File: src/hdl/hfc_pkg.sv
package hfc_pkg;

    typedef enum logic [1:0] {
        ROLE_IDLE    = 2'd0,
        ROLE_STANDBY = 2'd1,
        ROLE_MASTER  = 2'd2
    } role_t;

    typedef enum logic [1:0] {
        OP_BYTE  = 2'd0,
        OP_LOST  = 2'd1,
        OP_TICK  = 2'd2,
        OP_FORCE = 2'd3
    } op_t;

    typedef enum logic [1:0] {
        FS_NONE   = 2'd0,
        FS_ACCEPT = 2'd1,
        FS_REJECT = 2'd2
    } frame_status_t;

    typedef enum logic [2:0] {
        CFG_START_BYTE    = 3'd0,
        CFG_FUNCTION_BYTE = 3'd1,
        CFG_END_BYTE      = 3'd2,
        CFG_LOCAL_PRIO    = 3'd3,
        CFG_MISSED_LIMIT  = 3'd4,
        CFG_STARTUP_DELAY = 3'd5
    } cfg_index_t;

    localparam int CFG_INDEX_W = 3;
    localparam int CFG_DATA_W  = 16;
    localparam int IN_DATA_W   = 16;
    localparam int IN_USER_W   = 2;
    localparam int OUT_DATA_W  = 16;

    localparam logic [15:0] LEN_SHORT     = 16'd8;
    localparam logic [15:0] LEN_LONG      = 16'd11;
    localparam logic [3:0]  POS_LEN_HIGH  = 4'd3;
    localparam logic [3:0]  POS_ROLE      = 4'd4;
    localparam logic [3:0]  POS_PRIO_LOW  = 4'd13;
    localparam logic [3:0]  POS_PRIO_HIGH = 4'd14;
    localparam logic [3:0]  POS_LAST_SHORT = 4'd13;
    localparam logic [3:0]  POS_LAST_LONG  = 4'd15;
    localparam logic [7:0]  MISSED_MAX    = 8'd255;
    localparam logic [7:0]  MISSED_LIMIT_RESET = 8'd3;

endpackage

File: src/hdl/heartbeat_failover_controller_core.sv
// Heartbeat failover controller. One word per cycle is taken on s_axis when m_axis is not
// stalled (tuser selects heartbeat byte, peer lost, time tick or forced role) and exactly
// one result word per input word comes out on m_axis from the result register.
// Sustained rate is one word per cycle: every word goes through an input register and then
// a combinational update of the role/peer state into the result register; downstream
// stalls back up through those two registers. Configuration is taken on cfg_* at any
// time (cfg_ready is always high) but must only be written while the stream is idle;
// writing the startup delay also reloads the startup countdown.
module heartbeat_failover_controller_core
(
    input  logic                              clk,
    input  logic                              rst_n,

    input  logic                              s_axis_tvalid,
    output logic                              s_axis_tready,
    // [7:0] rx_byte, [9:8] requested_role, [15:10] zero
    input  logic [hfc_pkg::IN_DATA_W-1:0]     s_axis_tdata,
    // [1:0] op
    input  logic [hfc_pkg::IN_USER_W-1:0]     s_axis_tuser,

    output logic                              m_axis_tvalid,
    input  logic                              m_axis_tready,
    // [1:0] role_now, [2] role_changed, [3] alive_flag, [5:4] frame_status,
    // [13:6] missed_now, [15:14] zero
    output logic [hfc_pkg::OUT_DATA_W-1:0]    m_axis_tdata,

    input  logic                              cfg_valid,
    output logic                              cfg_ready,
    input  logic [hfc_pkg::CFG_INDEX_W-1:0]   cfg_index,
    input  logic [hfc_pkg::CFG_DATA_W-1:0]    cfg_data
);

    // configuration
    logic [7:0]  start_byte_reg;
    logic [7:0]  function_byte_reg;
    logic [7:0]  end_byte_reg;
    logic [15:0] local_prio_reg;
    logic [7:0]  missed_limit_reg;

    // input stage
    logic               in_valid_reg;
    hfc_pkg::op_t       in_op_reg;
    logic [7:0]         in_byte_reg;
    logic [1:0]         in_req_reg;

    // controller state
    hfc_pkg::role_t     role_reg,         role_next;
    logic [7:0]         peer_role_reg,    peer_role_next;
    logic [15:0]        peer_prio_reg,    peer_prio_next;
    logic               peer_alive_reg,   peer_alive_next;
    logic [7:0]         missed_reg,       missed_next;
    logic [15:0]        startup_left_reg, startup_left_next;
    logic [3:0]         byte_pos_reg,     byte_pos_next;
    logic               long_frame_reg,   long_frame_next;
    logic [7:0]         held_role_reg,    held_role_next;
    logic [15:0]        held_prio_reg,    held_prio_next;
    logic [7:0]         hdr_reg [0:2];

    // result stage
    logic                      out_valid_reg;
    logic [hfc_pkg::OUT_DATA_W-1:0] out_data_reg, out_data_next;

    logic s_accept;
    logic advance;
    logic work;
    logic cfg_write;
    logic hdr_write;
    hfc_pkg::frame_status_t status;
    logic run_check;
    logic last_byte;
    logic [15:0] frame_len;

    assign advance       = !out_valid_reg || m_axis_tready;
    assign s_axis_tready = !in_valid_reg || advance;
    assign s_accept      = s_axis_tvalid && s_axis_tready;
    assign work          = in_valid_reg && advance;
    assign cfg_ready     = 1'b1;
    assign cfg_write     = cfg_valid && cfg_ready;

    assign m_axis_tvalid = out_valid_reg;
    assign m_axis_tdata  = out_data_reg;

    assign hdr_write = work && (in_op_reg == hfc_pkg::OP_BYTE)
                       && (byte_pos_reg < hfc_pkg::POS_LEN_HIGH);
    assign frame_len = {in_byte_reg, hdr_reg[2]};
    assign last_byte = long_frame_reg ? (byte_pos_reg == hfc_pkg::POS_LAST_LONG)
                                      : (byte_pos_reg >= hfc_pkg::POS_LAST_SHORT);

    always_comb
    begin
        role_next         = role_reg;
        peer_role_next    = peer_role_reg;
        peer_prio_next    = peer_prio_reg;
        peer_alive_next   = peer_alive_reg;
        missed_next       = missed_reg;
        startup_left_next = startup_left_reg;
        byte_pos_next     = byte_pos_reg;
        long_frame_next   = long_frame_reg;
        held_role_next    = held_role_reg;
        held_prio_next    = held_prio_reg;
        status            = hfc_pkg::FS_NONE;
        run_check         = 1'b0;

        unique case (in_op_reg)
            hfc_pkg::OP_BYTE:
            begin
                if (byte_pos_reg < hfc_pkg::POS_LEN_HIGH)
                begin
                    byte_pos_next = byte_pos_reg + 4'd1;
                end
                else if (byte_pos_reg == hfc_pkg::POS_LEN_HIGH)
                begin
                    if (frame_len == hfc_pkg::LEN_SHORT || frame_len == hfc_pkg::LEN_LONG)
                    begin
                        long_frame_next = (frame_len == hfc_pkg::LEN_LONG);
                        held_role_next  = 8'd0;
                        held_prio_next  = 16'd0;
                        byte_pos_next   = hfc_pkg::POS_ROLE;
                    end
                    else
                    begin
                        byte_pos_next = 4'd0;
                        status        = hfc_pkg::FS_REJECT;
                    end
                end
                else
                begin
                    if (byte_pos_reg == hfc_pkg::POS_ROLE)
                    begin
                        held_role_next = in_byte_reg;
                    end
                    if (long_frame_reg && byte_pos_reg == hfc_pkg::POS_PRIO_LOW)
                    begin
                        held_prio_next[7:0] = in_byte_reg;
                    end
                    if (long_frame_reg && byte_pos_reg == hfc_pkg::POS_PRIO_HIGH)
                    begin
                        held_prio_next[15:8] = in_byte_reg;
                    end
                    if (!last_byte)
                    begin
                        byte_pos_next = byte_pos_reg + 4'd1;
                    end
                    else
                    begin
                        byte_pos_next = 4'd0;
                        if (hdr_reg[0] == start_byte_reg && hdr_reg[1] == function_byte_reg
                            && in_byte_reg == end_byte_reg)
                        begin
                            status          = hfc_pkg::FS_ACCEPT;
                            missed_next     = 8'd0;
                            peer_role_next  = held_role_reg;
                            peer_prio_next  = long_frame_reg ? held_prio_reg : 16'd0;
                            peer_alive_next = 1'b1;
                            run_check       = 1'b1;
                        end
                        else
                        begin
                            status = hfc_pkg::FS_REJECT;
                        end
                    end
                end
            end
            hfc_pkg::OP_LOST:
            begin
                peer_alive_next = 1'b0;
                run_check       = 1'b1;
            end
            hfc_pkg::OP_TICK:
            begin
                if (startup_left_reg != 16'd0)
                begin
                    startup_left_next = startup_left_reg - 16'd1;
                end
            end
            hfc_pkg::OP_FORCE:
            begin
                if (in_req_reg <= hfc_pkg::ROLE_MASTER)
                begin
                    role_next = hfc_pkg::role_t'(in_req_reg);
                end
            end
        endcase

        if (run_check && startup_left_reg == 16'd0)
        begin
            if (!peer_alive_next && missed_next != hfc_pkg::MISSED_MAX)
            begin
                missed_next = missed_next + 8'd1;
            end
            if (!peer_alive_next)
            begin
                if (missed_next >= missed_limit_reg && role_reg != hfc_pkg::ROLE_MASTER)
                begin
                    role_next = hfc_pkg::ROLE_MASTER;
                end
            end
            else if (role_reg == hfc_pkg::ROLE_IDLE)
            begin
                if (peer_role_next != {6'd0, hfc_pkg::ROLE_MASTER}
                    && local_prio_reg > peer_prio_next)
                begin
                    role_next = hfc_pkg::ROLE_MASTER;
                end
                else
                begin
                    role_next = hfc_pkg::ROLE_STANDBY;
                end
            end
            else if (role_reg == hfc_pkg::ROLE_MASTER
                     && peer_role_next == {6'd0, hfc_pkg::ROLE_MASTER}
                     && local_prio_reg < peer_prio_next)
            begin
                role_next = hfc_pkg::ROLE_STANDBY;
            end
        end

        out_data_next = {2'b00, missed_next, status, peer_alive_next,
                         (role_next != role_reg), role_next};
    end

    always_ff @(posedge clk or negedge rst_n)
    begin
        if (!rst_n)
        begin
            start_byte_reg    <= 8'd0;
            function_byte_reg <= 8'd0;
            end_byte_reg      <= 8'd0;
            local_prio_reg    <= 16'd0;
            missed_limit_reg  <= hfc_pkg::MISSED_LIMIT_RESET;
        end
        else if (cfg_write)
        begin
            unique case (cfg_index)
                hfc_pkg::CFG_START_BYTE:    start_byte_reg    <= cfg_data[7:0];
                hfc_pkg::CFG_FUNCTION_BYTE: function_byte_reg <= cfg_data[7:0];
                hfc_pkg::CFG_END_BYTE:      end_byte_reg      <= cfg_data[7:0];
                hfc_pkg::CFG_LOCAL_PRIO:    local_prio_reg    <= cfg_data;
                hfc_pkg::CFG_MISSED_LIMIT:  missed_limit_reg  <= cfg_data[7:0];
                default:                    ;
            endcase
        end
    end

    always_ff @(posedge clk or negedge rst_n)
    begin
        if (!rst_n)
        begin
            in_valid_reg <= 1'b0;
        end
        else if (s_axis_tready)
        begin
            in_valid_reg <= s_axis_tvalid;
        end
    end

    always_ff @(posedge clk or negedge rst_n)
    begin
        if (!rst_n)
        begin
            in_op_reg   <= hfc_pkg::OP_BYTE;
            in_byte_reg <= 8'd0;
            in_req_reg  <= 2'd0;
        end
        else if (s_accept)
        begin
            in_op_reg   <= hfc_pkg::op_t'(s_axis_tuser);
            in_byte_reg <= s_axis_tdata[7:0];
            in_req_reg  <= s_axis_tdata[9:8];
        end
    end

    always_ff @(posedge clk)
    begin
        if (hdr_write)
        begin
            hdr_reg[byte_pos_reg[1:0]] <= in_byte_reg;
        end
    end

    always_ff @(posedge clk or negedge rst_n)
    begin
        if (!rst_n)
        begin
            role_reg       <= hfc_pkg::ROLE_IDLE;
            peer_role_reg  <= 8'd0;
            peer_prio_reg  <= 16'd0;
            peer_alive_reg <= 1'b0;
            missed_reg     <= 8'd0;
            byte_pos_reg   <= 4'd0;
            long_frame_reg <= 1'b0;
            held_role_reg  <= 8'd0;
            held_prio_reg  <= 16'd0;
        end
        else if (work)
        begin
            role_reg       <= role_next;
            peer_role_reg  <= peer_role_next;
            peer_prio_reg  <= peer_prio_next;
            peer_alive_reg <= peer_alive_next;
            missed_reg     <= missed_next;
            byte_pos_reg   <= byte_pos_next;
            long_frame_reg <= long_frame_next;
            held_role_reg  <= held_role_next;
            held_prio_reg  <= held_prio_next;
        end
    end

    // delay reload on config write; ticks count down otherwise
    always_ff @(posedge clk or negedge rst_n)
    begin
        if (!rst_n)
        begin
            startup_left_reg <= 16'd0;
        end
        else if (cfg_write && cfg_index == hfc_pkg::CFG_STARTUP_DELAY)
        begin
            startup_left_reg <= cfg_data;
        end
        else if (work)
        begin
            startup_left_reg <= startup_left_next;
        end
    end

    always_ff @(posedge clk or negedge rst_n)
    begin
        if (!rst_n)
        begin
            out_valid_reg <= 1'b0;
        end
        else if (advance)
        begin
            out_valid_reg <= in_valid_reg;
        end
    end

    always_ff @(posedge clk)
    begin
        if (work)
        begin
            out_data_reg <= out_data_next;
        end
    end

endmodule

File: config.mk
export PLATFORM = sky130hd
export DESIGN_NAME = heartbeat_failover_controller_core
export DESIGN_NICKNAME = d
export VERILOG_FILES = /design/src/hdl/hfc_pkg.sv /design/src/hdl/heartbeat_failover_controller_core.sv
export SDC_FILE = /design/constraint.sdc
export NUM_CORES = 1
export LEC_CHECK = 0
export BUFFER_PORTS_ARGS = -buffer_cell sky130_fd_sc_hd__buf_2
export CAP_MARGIN = 10
export CELL_PAD_IN_SITES_DETAIL_PLACEMENT = 0
export CELL_PAD_IN_SITES_GLOBAL_PLACEMENT = 1
export CORE_MARGIN = 5
export CORE_UTILIZATION = 45
export CTS_BUF_LIST = sky130_fd_sc_hd__clkbuf_4 sky130_fd_sc_hd__clkbuf_8
export DETAILED_ROUTE_END_ITERATION = 10
export GPL_TIMING_DRIVEN = 0
export PLACE_DENSITY_LB_ADDON = 0.15
export SYNTH_ARGS = -nofsm -noshare
export SYNTH_HDL_FRONTEND = slang
export SYNTH_SLANG_ARGS = --single-unit
File: constraint.sdc
create_clock -name clk -period 15.2 [get_ports clk]
set_input_delay 0.76 -clock clk [delete_from_list [all_inputs] [get_ports clk]]
set_output_delay 0.76 -clock clk [all_outputs]
set_load 0.02 [all_outputs]
==> results.cfg, run 1 <==
[run_status]
run_status = finished, final reports clean

[run]
max-cap-violations = 0

[worst_setup_path]
critPathKind = reg2reg
cp.required_ns = 15.56
critical_path.n_buffers_inverters = 1
setup.worst_path.end_class = flip-flop
critical_path.endpoint = role_reg[1]$_DFFE_PN0P_
number_of_cells_on_the_critical_path = 22
timing.critical_path.max_delay_family = simple AND/OR/NAND/NOR gates
cp_max_fo = 8
crit_slowest_cell = nor4_1
path_cells = xor2_1 -> nor4_1 -> and2_4 -> nand4_4 -> and2_1 -> clkbuf_1 -> ha_1 -> and3_1 -> and3_1 -> and3_1 -> or4_4 -> o21ai_0 -> a21oi_1 -> ha_1 -> or4_1 -> nor2_1 -> o21ai_0 -> nand2_1 -> nand3_1 -> a21oi_1 -> a21oi_1 -> mux2_2
worstReg2RegEnd = role_reg[1]$_DFFE_PN0P_
worst_r2r_path_depth = 22
critPathArrivalTime_ns = 6.26
reg2reg_from = in_byte_reg[6]$_DFFE_PN0P_
reg2reg_slack_ns = 9.29
cp-startpoint = in_byte_reg[6]$_DFFE_PN0P_
critical_path.max_stage_delay_ns = 0.60
startpoint_type = flip-flop

[cells_and_area]
layout.cells.most_common_list = 140 x dfrtp_1, 94 x nand2_1, 68 x mux2_2
area.growth.synth_to_final_pct = 12.0
commonest_non_fill_non_tap_cell_in_the_layout = dfrtp_1
post_layout_nonfiller_instances = 1170
final_area_sq_um = 9820
flip_flop_count_of_the_largest_register_all_copies_and_words_added = 24
layout-drive-gt1-share = 0.187
post-route-util = 0.508
antenna_diode_count = 0
finalNetCount = 964

[yosys]
gate_count_after_technology_mapping = 819
syn_avg_cell_area_sq_um = 10.7
synth-main-ff-cell = dfrtp_1
synthesis.yosys.warnings = 0
syn-cell-area_sq_um = 8770
synth-edff-count = 38
postSynthRegisterBits = 180
synth_seq_area_share = 0.536
synth_cell_types = 55
synth-async-reset-ratio = 0.789

[placement]
placement.io_buffers = 49
detailedPlacementHpwl_microns = 15600
placed_area_sq_um = 9390
last_weighted_congestion_value_of_the_routability_driven_placer = 0.873
worst_setup_timing_slack_at_the_placement_stage_ns = 9.35
numPlacedInstances = 1137

[floorplan]
fp.dieArea_sq_um = 22400
fp.dieW_microns = 150
ios = 61
fp-row-count = 51
placeableCoreArea_sq_um = 19300
die_y_microns = 150
initial_core_utilization = 0.453

[timing]
max_freq_ghz = 0.169
finalWorstPathRequiredPeriod_ns = 5.91
min_period_over_period = 0.389
worst_slew_pin_slew_ns = 0.684
fin_setup_tns_ns = 0
worst_slack_ns = 9.29
max_slew_margin = 0.544
setup_viol = 0
unrepaired_setup_endpoints_after_global_routing = no
hold_violations = 0
fin_worst_skew_ns = 0.0166
timing_max_transition_violations_final = 0

[route]
drt_iter0_markers = 380
final_antenna_net_count = 0
drt_wl_total_microns = 21100
route.detailed.wl_per_inst_microns = 18.0
first_pass_drt_iterations = 5
vias = 6311
routed_via_density = 5.39
drc_errors = 0

[global_route]
grt_pass1_wl_microns = 34300
grt_usage = 0.198
maximum_number_of_pins_on_one_net_before_global_route_repair = 97
grt.overflow.total = 0
number_of_antenna_violations_at_the_first_check_in_global_routing = 1
grt_pass1_vias = 6411

[clocking]
cts.clk_slew.worst_paths_ns = 0.11
clk-insertion-delay-late_ns = 0.47
cts_hold_bufs = 0
cts_post_setup_buffers_inserted = 0
tritoncts_num_sinks = 180
ctsHtreeMaxLevel = 4
cts_max_path_buffers = 2
cts-root-buf = clkbuf_8
cts.repair.resized = 0
tritoncts.num_buffers = 17
tritoncts_clock_tree = built

[power_and_ir_drop]
cellPowerDensity_nw_per_um2 = 122
power.leakage_uw = 0.00416
worst_ir_drop_on_vdd_uv = 56.3

[worst_hold_path]
min_path_type = in2async
==> layout make-up <==
type	count	area [sq um]
Clock inverter	13	173
Fill cell	1781	9510
Inverter	27	104
Multi-Input combinational cell	579	3830
Buffer	34	139
Timing Repair Buffer	53	299
Clock buffer	19	249
Sequential cell	180	4700
Tap cell	265	332
==> logic make-up after synthesis <==
kind of cell	after synthesis	synth area share
XOR/XNOR	52	0.0519
other	2	0.000857
buffers and inverters	61	0.0277
adder cells (fa/ha/maj)	30	0.0428
AND/OR/NAND/NOR	279	0.159
multiplexers	68	0.0873
flip-flops	180	0.536
AO/OA/AOI/OAI	147	0.0948
==> power breakdown <==
part           internal, uW  leakage (uW)  switching [uW]  total [uW]
logic                  99.9       0.00185             129         229
registers               562       0.00209            55.7         617
clock network           169      0.000209             182         351
total                   831       0.00416             367        1200
==> stage by stage <==
step	hold slack, ns	total power, uW
floorplan	0.442	775
global placement	0.462	844
detailed placement	0.470	857
CTS	0.209	1210
global route	0.210	1270
finish	0.219	1200
==> synthesized netlist by cell type (14+ instances only) <==
master,n,share of area
nor2_1,58,0.025
ha_1,30,0.043
clkbuf_1,31,0.013
dfrtp_1,140,0.40
edfxtp_1,38,0.13
a21oi_1,47,0.027
nand2_1,94,0.040
nor4_1,17,0.012
and3_1,14,0.010
nor3_1,17,0.0097
o21ai_0,66,0.038
inv_1,24,0.010
xor2_1,39,0.039
mux2_2,68,0.087
nand3_1,22,0.013
==> how the worst min path moves through the flow <==
stage          slack, ns  depth (start not counted)                           from                            end
3_5_place_dp        0.47                          2   peer_prio_reg[5]$_DFFE_PN0P_   peer_prio_reg[5]$_DFFE_PN0P_
5_1_grt             0.21                          1                          rst_n  local_prio_reg[9]$_DFFE_PN0P_
2_1_floorplan       0.44                          2  held_prio_reg[10]$_DFFE_PN0P_  held_prio_reg[10]$_DFFE_PN0P_
4_1_cts             0.21                          1                          rst_n  local_prio_reg[9]$_DFFE_PN0P_
3_3_place_gp        0.46                          2   peer_prio_reg[4]$_DFFE_PN0P_   peer_prio_reg[4]$_DFFE_PN0P_
6_report            0.22                          1                          rst_n  local_prio_reg[9]$_DFFE_PN0P_
==> routing by layer <==
layer  part of all wire  track usage
met5            0.00095            0
met4              0.016       0.0590
met1               0.46        0.272
met3              0.040       0.0388
met2               0.48        0.321
Power figures use the tool's default switching activity.
==> inputs of run 2 (changes only) <==
- clock period: 15.2 -> 5.9 ns (I/O delays scaled with it)
==> run 2 against run 1 <==
Net effect: clock power grew to 2.6 times the previous value; non-clock buffer count is 4 higher; sequential share of layout area is 0.38 points lower; sequential cell count stayed put; die area stayed put; first-iteration DRC count is 12% higher; critical path depth stayed put; sequential power grew to 2.6 times the previous value; cell area is 0.93% higher.
==> results.cfg, run 2 (synthesis results as in run 1) <==
[floorplan]
placeableCoreArea_sq_um = 19300
fp.dieArea_sq_um = 22400
fp.dieW_microns = 150
fp-row-count = 51
ios = 61
initial_core_utilization = 0.453
die_y_microns = 150

[placement]
numPlacedInstances = 1137
last_weighted_congestion_value_of_the_routability_driven_placer = 0.873
detailedPlacementHpwl_microns = 15600
placement.io_buffers = 49
worst_setup_timing_slack_at_the_placement_stage_ns = 0.0457

[cells_and_area]
commonest_non_fill_non_tap_cell_in_the_layout = dfrtp_1
post-route-util = 0.513
flip_flop_count_of_the_largest_register_all_copies_and_words_added = 24
antenna_diode_count = 0
post_layout_nonfiller_instances = 1174
area.growth.synth_to_final_pct = 13.1
layout.cells.most_common_list = 135 x dfrtp_1, 94 x nand2_1, 68 x mux2_2
finalNetCount = 968
layout-drive-gt1-share = 0.201

[clocking]
cts-root-buf = clkbuf_8
tritoncts_num_sinks = 180
clk-insertion-delay-late_ns = 0.47
cts.clk_slew.worst_paths_ns = 0.10
tritoncts_clock_tree = built
tritoncts.num_buffers = 17
ctsHtreeMaxLevel = 4
cts_max_path_buffers = 2

[worst_hold_path]
hold_depth = 2
hold_path_startpoint = s_axis_tvalid
whs_endpoint = in_valid_reg$_DFFE_PN0N_
min_path_type = in2reg

[timing]
worst_slack_ns = 0.321
fin_setup_tns_ns = 0
fin_worst_skew_ns = 0.0164
max_freq_ghz = 0.179
hold_violations = 0
finalWorstPathRequiredPeriod_ns = 5.58
worst_slew_pin_slew_ns = 0.692
max_slew_margin = 0.539
unrepaired_setup_endpoints_after_global_routing = no
timing.hold.ws_ns = 0.0381
min_period_over_period = 0.946
timing_max_transition_violations_final = 0
setup_viol = 0

[worst_setup_path]
reg2reg_slack_ns = 0.32
startpoint_type = flip-flop
critPathArrivalTime_ns = 5.94
reg2reg_from = in_byte_reg[4]$_DFFE_PN0P_
worst_r2r_path_depth = 22
critPathKind = reg2reg
cp_max_fo = 8
cp.required_ns = 6.26
worstReg2RegEnd = role_reg[1]$_DFFE_PN0P_
setup.worst_path.end_class = flip-flop

[power_and_ir_drop]
p_seq_frac = 0.511
cellPowerDensity_nw_per_um2 = 314
power.leakage_uw = 0.00418
power.combinational.fraction = 0.200
power_switching_share = 0.309
netSwitchingPower_uw = 962
share_clk_of_total_power = 0.289
worst_ir_drop_on_vdd_uv = 148
p_int_uw = 2160

[route]
drt_iter0_markers = 424
routed_via_density = 5.41
route.detailed.wl_per_inst_microns = 18.1
drc_errors = 0
first_pass_drt_iterations = 5
drt_wl_total_microns = 21200
final_antenna_net_count = 0
vias = 6350

[run_status]
run_status = finished, final reports clean

[global_route]
grt_usage = 0.198
grt_pass1_wl_microns = 34300
maximum_number_of_pins_on_one_net_before_global_route_repair = 97
grt.overflow.total = 0
number_of_antenna_violations_at_the_first_check_in_global_routing = 1
grt_pass1_vias = 6418

[run]
max-cap-violations = 0
-- run 2: changes by cell type in the layout (fill, tap and decap cells not counted) --
cell / before / now
nor4_1: 17 / 11
dlygate4sd3_1: 0 / 1
nor4_2: 0 / 5
nor3_2: 2 / 1
dfrtp_1: 140 / 135
buf_4: 4 / 7
dfrtp_2: 0 / 5
nor3_4: 0 / 1
nor4_4: 0 / 1
-- run 2: final cells by class --
| cell class | instances | area [sq um] |
|---|---|---|
| Buffer | 34 | 139 |
| Clock buffer | 19 | 249 |
| Clock inverter | 13 | 173 |
| Fill cell | 1775 | 9420 |
| Inverter | 27 | 104 |
| Multi-Input combinational cell | 579 | 3880 |
| Sequential cell | 180 | 4700 |
| Tap cell | 265 | 332 |
| Timing Repair Buffer | 57 | 332 |
-- run 2: timing repair --
action | in CTS | in global routing
endpoints found under the hold margin | 46 | 0
endpoints found under the setup margin | 0 | 5
hold buffers | 1 | 0
setup buffers | 0 | 3
gates resized for setup | 0 | 13
-- run 2: worst max path at each step --
stage / from / end / slack [ns] / depth (start not counted)
finish: in_byte_reg[4]$_DFFE_PN0P_ / role_reg[1]$_DFFE_PN0P_ / 0.32 / 22
global route: in_byte_reg[2]$_DFFE_PN0P_ / role_reg[1]$_DFFE_PN0P_ / 0.002 / 22
CTS: in_byte_reg[6]$_DFFE_PN0P_ / role_reg[1]$_DFFE_PN0P_ / 0.01 / 22
detailed placement: in_byte_reg[6]$_DFFE_PN0P_ / role_reg[1]$_DFFE_PN0P_ / 0.05 / 22
global placement: in_byte_reg[6]$_DFFE_PN0P_ / role_reg[1]$_DFFE_PN0P_ / 0.08 / 22
floorplan: byte_pos_reg[0]$_DFFE_PN0P_ / role_reg[1]$_DFFE_PN0P_ / 0.95 / 23
-- run 2: metal layers --
layer	track usage	vias to the layer above	part of all wire
met1	0.272	3160	0.47
met3	0.0388	22	0.034
met4	0.0590	2	0.014
met2	0.321	104	0.48
li1	-	3062	-
met5	0	-	0.00094
-- run 2: per-stage QoR --
step | power [uW] | cell area, sq um
floorplan | 2000 | 8770
global placement | 2170 | 9350
detailed placement | 2210 | 9390
CTS | 3110 | 9830
global route | 3290 | 9910
finish | 3120 | 9910
-- run 2: worst max-delay path, cell delays in order, from the launching register on --
cell	delay (ns)
dfrtp_1	0.53
xor2_1	0.21
nor4_2	0.38
and2_4	0.24
nand4_4	0.17
and2_1	0.22
clkbuf_1	0.14
ha_1	0.23
and3_1	0.23
and3_1	0.23
and3_1	0.23
or4_4	0.56
o21ai_0	0.20
a21oi_1	0.09
ha_1	0.25
or4_1	0.53
nor2_1	0.10
o21ai_0	0.11
nand2_1	0.20
nand3_1	0.11
a21oi_1	0.16
a21oi_1	0.06
mux2_2	0.26
-- run 2: power groups by stage --
stage | registers, uW | logic (uW) | clock network [uW]
after floorplan | 1580 | 419 | 0
after global placement | 1610 | 569 | 0
after detailed placement | 1610 | 593 | 0
after CTS | 1590 | 597 | 921
after global routing | 1610 | 700 | 979
final | 1590 | 623 | 902
==> inputs of run 3 (changes only) <==
- PLACE_DENSITY: not set -> 0.83
- PLACE_DENSITY_LB_ADDON: 0.15 -> not set
==> run 3 against run 2 <==
Net effect: utilization about the same; first-iteration DRC count rose by 7.5%; sequential power hardly changed; register-to-register slack about the same; die area did not move; largest power group unchanged; via count is 1.1% lower; cell area about the same.
==> results.cfg, run 3 (synthesis results as in run 1) <==
[route]
final_antenna_net_count = 0
drc_errors = 0
routed_via_density = 5.34
drt_wl_total_microns = 20300
first_pass_drt_iterations = 5
route.detailed.wl_per_inst_microns = 17.2
drt_iter0_markers = 456
vias = 6281

[floorplan]
fp.dieArea_sq_um = 22400
fp-row-count = 51
fp.dieW_microns = 150
ios = 61
initial_core_utilization = 0.453
placeableCoreArea_sq_um = 19300
die_y_microns = 150

[timing]
setup_viol = 0
fin_worst_skew_ns = 0.0149
min_period_over_period = 0.943
fin_setup_tns_ns = 0
timing_max_transition_violations_final = 0
max_freq_ghz = 0.180
worst_slew_pin_slew_ns = 0.857
max_slew_margin = 0.427
hold_violations = 0
finalWorstPathRequiredPeriod_ns = 5.57
worst_slack_ns = 0.333

[worst_setup_path]
critPathKind = reg2reg
reg2reg_from = function_byte_reg[1]$_DFFE_PN0P_
cp.required_ns = 6.10
critPathArrivalTime_ns = 5.77
setup.worst_path.end_class = flip-flop
startpoint_type = flip-flop
cp-startpoint = function_byte_reg[1]$_DFFE_PN0P_
cp_max_fo = 7

[cells_and_area]
layout-drive-gt1-share = 0.204
layout.cells.most_common_list = 134 x dfrtp_1, 94 x nand2_1, 68 x mux2_2
area.growth.synth_to_final_pct = 13.0
flip_flop_count_of_the_largest_register_all_copies_and_words_added = 24
commonest_non_fill_non_tap_cell_in_the_layout = dfrtp_1
finalNetCount = 971
fillCellCount = 1764
antenna_diode_count = 0

[power_and_ir_drop]
share_clk_of_total_power = 0.273
power_switching_share = 0.328
worst_ir_drop_on_vdd_uv = 174
power.leakage_uw = 0.00418
cellPowerDensity_nw_per_um2 = 307
p_int_uw = 2040
power.combinational.fraction = 0.205
p_seq_frac = 0.522
netSwitchingPower_uw = 995

[placement]
last_weighted_congestion_value_of_the_routability_driven_placer = 0.873
worst_setup_timing_slack_at_the_placement_stage_ns = 0.0784
placement.io_buffers = 49
detailedPlacementHpwl_microns = 14500

[clocking]
ctsHtreeMaxLevel = 4
clk-insertion-delay-late_ns = 0.47
tritoncts_num_sinks = 180
tritoncts_clock_tree = built
tritoncts.num_buffers = 17
cts-root-buf = clkbuf_8
cts.clk_slew.worst_paths_ns = 0.11
cts_max_path_buffers = 2

[global_route]
grt_pass1_wl_microns = 32200
maximum_number_of_pins_on_one_net_before_global_route_repair = 86
grt.overflow.total = 0
grt_usage = 0.185
grt_pass1_vias = 6073
number_of_antenna_violations_at_the_first_check_in_global_routing = 0

[worst_hold_path]
hold_path_startpoint = s_axis_tvalid
min_path_type = in2reg

[run]
max-cap-violations = 0

[run_status]
run_status = finished, final reports clean
==> run 3: cell types whose count changed in the layout (fill, tap and decap cells not counted), moves of 2 or more <==
cell,previous run,this run
clkbuf_4,3,0
clkinv_8,0,3
clkinv_4,3,1
inv_8,0,4
buf_4,7,12
bufinv_16,3,0
==> run 3: path summary, 6_finish.rpt <==
kind,slack [ns],depth (start not counted),endpoint
min in group asynchronous,0.36,2,startup_left_reg[9]$_DFFE_PN0P_
setup reg to reg,0.33,21,m_axis_tdata[2]$_DFFE_PP_
hold / removal,0.02,2,in_valid_reg$_DFFE_PN0N_
setup / recovery,0.33,21,m_axis_tdata[2]$_DFFE_PP_
hold reg to reg,0.49,2,peer_prio_reg[9]$_DFFE_PN0P_
max in group asynchronous,4.70,3,byte_pos_reg[0]$_DFFE_PN0P_
==> run 3: metrics by stage <==
step	instances	hold WS (ns)	util	total power, uW	instance area (sq um)
after detailed placement	1138	0.311	0.486	2190	9400
after global routing	1177	0.0114	0.512	3210	9910
after CTS	1171	0.00171	0.508	3030	9810
after floorplan	820	-0.000591	-	2000	8770
after global placement	1134	0.457	0.483	2170	9350
final	1177	0.0217	0.512	3040	9910
==> run 3: repair_timing <==
action                     CTS  global route
setup buffers                0             6
setup endpoints to repair    3             5
cloned                       0             0
pin swaps                    0             7
hold buffers                 1             0
hold endpoints to repair    55             0
resized for setup            1            12
==> run 3: worst max-delay path: stages, from the launching register on <==
cell       delay (ns)
dfrtp_1          0.42
xor2_1           0.19
nor4_2           0.41
and4_4           0.33
nand4_4          0.20
and2_1           0.24
clkbuf_1         0.13
ha_1             0.24
and3_1           0.25
and3_1           0.23
and3_1           0.23
or4_4            0.56
o21ai_0          0.17
a21oi_1          0.09
ha_1             0.23
or4_1            0.52
nor2_1           0.10
o21ai_0          0.12
nand2_1          0.19
o22ai_1          0.13
a2bb2oi_1        0.17
nand3_1          0.14
==> run 3: layer usage <==
metal,GRT usage,routed length [microns],vias up
met2,0.295,9730,127
met5,0,0,-
met4,0.0531,325,0
met3,0.0336,763,25
met1,0.260,9470,3059
li1,-,-,3070
==> run 3: power by group through the flow <==
stage / Sequential, uW / Clock, uW / Combinational, uW
3_3_place_gp: 1600 / 0 / 570
5_1_grt: 1610 / 904 / 703
6_report: 1590 / 828 / 623
3_5_place_dp: 1610 / 0 / 584
2_1_floorplan: 1580 / 0 / 419
4_1_cts: 1590 / 851 / 591
==> run 3: final cells by class <==
type	instances	area, sq um	area share
Buffer	34	139	0.0140
Clock buffer	17	234	0.0236
Clock inverter	15	159	0.0160
Inverter	27	104	0.0105
Multi-Input combinational cell	579	3880	0.391
Sequential cell	180	4700	0.475
Tap cell	265	332	0.0335
Timing Repair Buffer	60	357	0.0360
